**src/rtl/rtcv_ram.sv**
```systemverilog
`timescale 1ns / 1ps
module rtcv_ram #(
  parameter int Width = 8,
  parameter int Depth = 64
) (
  input  logic                     clk_i,
  input  logic                     we_i,
  input  logic [$clog2(Depth)-1:0] waddr_i,
  input  logic [Width-1:0]         wdata_i,
  input  logic [$clog2(Depth)-1:0] raddr_i,
  output logic [Width-1:0]         rdata_o
);

  logic [Width-1:0] mem_q [Depth];

  always_ff @(posedge clk_i) begin
    if (we_i) mem_q[waddr_i] <= wdata_i;
    rdata_o <= mem_q[raddr_i];
  end

endmodule

```
**config.mk**
```make
export PLATFORM = sky130hd
export DESIGN_NAME = rtcv_ram
export DESIGN_NICKNAME = d
export VERILOG_FILES = /design/src/rtl/rtcv_ram.sv
export SDC_FILE = /design/constraint.sdc
export NUM_CORES = 1
export LEC_CHECK = 0
export BUFFER_PORTS_ARGS = -buffer_cell sky130_fd_sc_hd__buf_2
export CAP_MARGIN = 5
export CORE_ASPECT_RATIO = 1.25
export CORE_UTILIZATION = 55
export DETAILED_ROUTE_END_ITERATION = 8
export PLACE_DENSITY = 0.74
export SYNTH_ARGS = -nofsm -noshare
export SYNTH_HDL_FRONTEND = slang
export SYNTH_SLANG_ARGS = --single-unit
```
**constraint.sdc**
```tcl
create_clock -name clk_i -period 1.7 [get_ports clk_i]
set_input_delay 0.17 -clock clk_i [delete_from_list [all_inputs] [get_ports clk_i]]
set_output_delay 0.17 -clock clk_i [all_outputs]
set_load 0.1 [all_outputs]
```
==> reports/results.txt <==
outcome: finished with violations
failing checks: negative setup slack
Worst R2R End: rdata_o[4]
Slew HR: 0.145
ys flop type: edfxtp_1
Die Ht: 216 µm
nets: 1155
Synth Instances: 940
Antenna diodes: 0
Seq/Total Area, Yosys: 0.770
Worst Hold Path Cells: 1
area of the mapped netlist: 20200 µm²
Yosys cell types: 40
vias in the first global route: 10500
Core ar.: 36200 µm²
Post-Place Setup Slack: -0.512 ns
TritonCTS clock tree: built
Max Fclk: 0.543 GHz
final WL: 45.2 mm
initial antenna violation count: 0
Syn Area/Cell: 21.5 µm²
H-tree levels: 2
Clock Skew: 0.0216 ns
startpoint types: flip-flop
Yosys reg bits: 520
first-pass GRT wire length: 67.0 mm
Max-Cap Viols: 0
net count after synthesis: 962
setup violators final: 8
gr ovfl total: 0
DIE AREA: 37400 µm²
largest net degree at the start of global routing: 65
Final WS setup: -0.142 ns
Tot GR Track Use: 0.248
most common cell after layout, fill and taps aside: edfxtp_1
CP max FO: 1
Hold Path Class: in2reg
Worst Hold Path EP: mem_q[48][4]
Crit path arrival time: 2.28 ns
yosys warns: 0
endpoint type of the worst setup path: flip-flop
root buffer selected by CTS: clkbuf_16
antenna-violating nets left: 0
Setup Fix Bufs, Post-CTS: 0
Filler cells: 2295
Remaining DRCs: 0
Pleak: 7.76 nW
post-DP HPWL: 28.4 mm
clock-pin slew on the worst setup and hold paths: 0.06 ns
Slew @ Worst Pin: 1.28 ns
WHS: 0.0970 ns
worst IR drop on VDD: 1.03 mV
number of synthesized flops with an enable pin: 512
multi-input logic area: 4440 µm²
post-place instance area: 22000 µm²
crit path kind: reg2reg
num rows: 78
Sink Count: 520
gpl congestion: 0.851
Clk Latency, worst-skew pair: 0.57 ns
most frequent cells in the layout: edfxtp_1, buf_4, mux4_2
DR pass1 iterations: 5
Hold Startpoint: wdata_i[4]
IO Count: 30
Bufs on Longest Clock Path: 3
vias per cell: 6.23
P per Cell Area: 1120 nW/µm²
final critical-path share of the clock period: 1.08
CP required: 2.14 ns
crit path time final: 1.84 ns
Reg2Reg Setup Slack: -0.14 ns
layout cells sized above 1: 0.363
fin area: 23700 µm²
drt initial violations: 1073
register area: 15500 µm²
unrepaired setup endpoints after global routing: yes
r2r worst-path depth: 5
DIE WIDTH: 173 µm
async set-reset flop share out of synthesis: 0
total CTS buffers: 46
max-slew violation count: 0
Initial Utilization: 0.557
port buffer count: 29
RR Startpoint: mem_q[50][4]
wire per inst: 27.4 µm
DR vias: 10300
area grow syn2layout: 17.5%
final-report hold violation count: 0
cells by family (layout without fill, tap and decap cells):
kind of cell | count (synthesis) | in the layout | synth area share
multiplexers | 162 | 162 | 0.159
buffers and inverters | 51 | 279 | 0.0157
AND/OR/NAND/NOR | 153 | 153 | 0.0339
AO/OA/AOI/OAI | 54 | 54 | 0.0207
flip-flops | 520 | 520 | 0.770
per-stage QoR:
| step | power, mW | TNS (ns) | util | std cells |
|---|---|---|---|---|
| floorplan | 15.4 | -0.0451 | - | 940 |
| global placement | 16.1 | -3.06 | 0.609 | 1564 |
| detailed placement | 16.2 | -3.35 | 0.609 | 1564 |
| CTS | 26.6 | -0.886 | 0.654 | 1648 |
| global route | 27.1 | -1.16 | 0.655 | 1648 |
| finish | 26.5 | -0.887 | 0.655 | 1648 |
Yosys cell counts (all sizes together), types with 2 or more instances:
master	n	area share
a2111oi	2	0.00087
a211oi	4	0.0015
a21oi	3	0.00074
a221oi	6	0.0026
a22oi	3	0.0011
buf	34	0.013
clkbuf	17	0.0032
dfxtp	8	0.0079
edfxtp	512	0.76
mux2	13	0.0073
mux2i	23	0.011
mux4	126	0.14
nand2	19	0.0035
nand2b	7	0.0022
nand3	13	0.0032
nand3b	3	0.0011
nand4	2	0.00062
nor2	83	0.015
nor2b	14	0.0043
nor3	7	0.0017
nor4	2	0.00062
o2111ai	3	0.0013
o21a	2	0.00074
o21ai	4	0.00099
o221a	2	0.0011
o221ai	8	0.0035
o22ai	8	0.0025
o2bb2ai	3	0.0013
o32ai	2	0.00087
o41ai	2	0.00087
where the power goes:
| group | switching (mW) | internal [mW] |
|---|---|---|
| registers | 0.0462 | 14.2 |
| logic | 1.05 | 0.663 |
| clock network | 4.47 | 6.05 |
| total | 5.57 | 20.9 |
what timing repair did:
item / CTS / global route
pin swaps: 1 / 7
cloned: 0 / 0
endpoints found under the hold margin: 3 / 0
hold buffers: 1 / 0
resized for setup: 18 / 8
endpoints found under the setup margin: 8 / 8
how the worst max path moves through the flow:
stage | slack (ns) | startpoint | end | cells past startpoint
3_5_place_dp | -0.51 | raddr_i[1] | rdata_o[5] | 7
5_1_grt | -0.19 | mem_q[55][4] | rdata_o[4] | 5
2_1_floorplan | -0.02 | raddr_i[0] | rdata_o[7] | 7
6_report | -0.14 | mem_q[50][4] | rdata_o[4] | 5
4_1_cts | -0.16 | mem_q[51][6] | rdata_o[6] | 5
3_3_place_gp | -0.48 | raddr_i[1] | rdata_o[3] | 7
state kept, by name (all words and copies together) (netlist names):
name and flops:
mem_q 512, rdata_o 8
layer usage:
metal | track usage | vias up | wire length (µm)
met5 | 0 | - | 0
met4 | 0.0835 | 0 | 1390
met3 | 0.0367 | 94 | 3170
met2 | 0.423 | 483 | 23500
met1 | 0.331 | 5382 | 17200
li1 | - | 4309 | -
critical path: stages (launching register included):
cell	delay [ns]
edfxtp_1	0.37
mux4_2	0.51
mux4_2	0.51
nor2_1	0.13
buf_4	0.14
o32ai_2	0.06
cell type report:
cell class | instances | share of cell area
clock inverters | 31 | 0.0132
repair buffers | 196 | 0.0678
well taps | 480 | 0.0253
clock buffers | 52 | 0.0513
multi-input cells | 369 | 0.187
flip-flops and latches | 520 | 0.655
No activity file was read; power rests on OpenSTA's default activity.
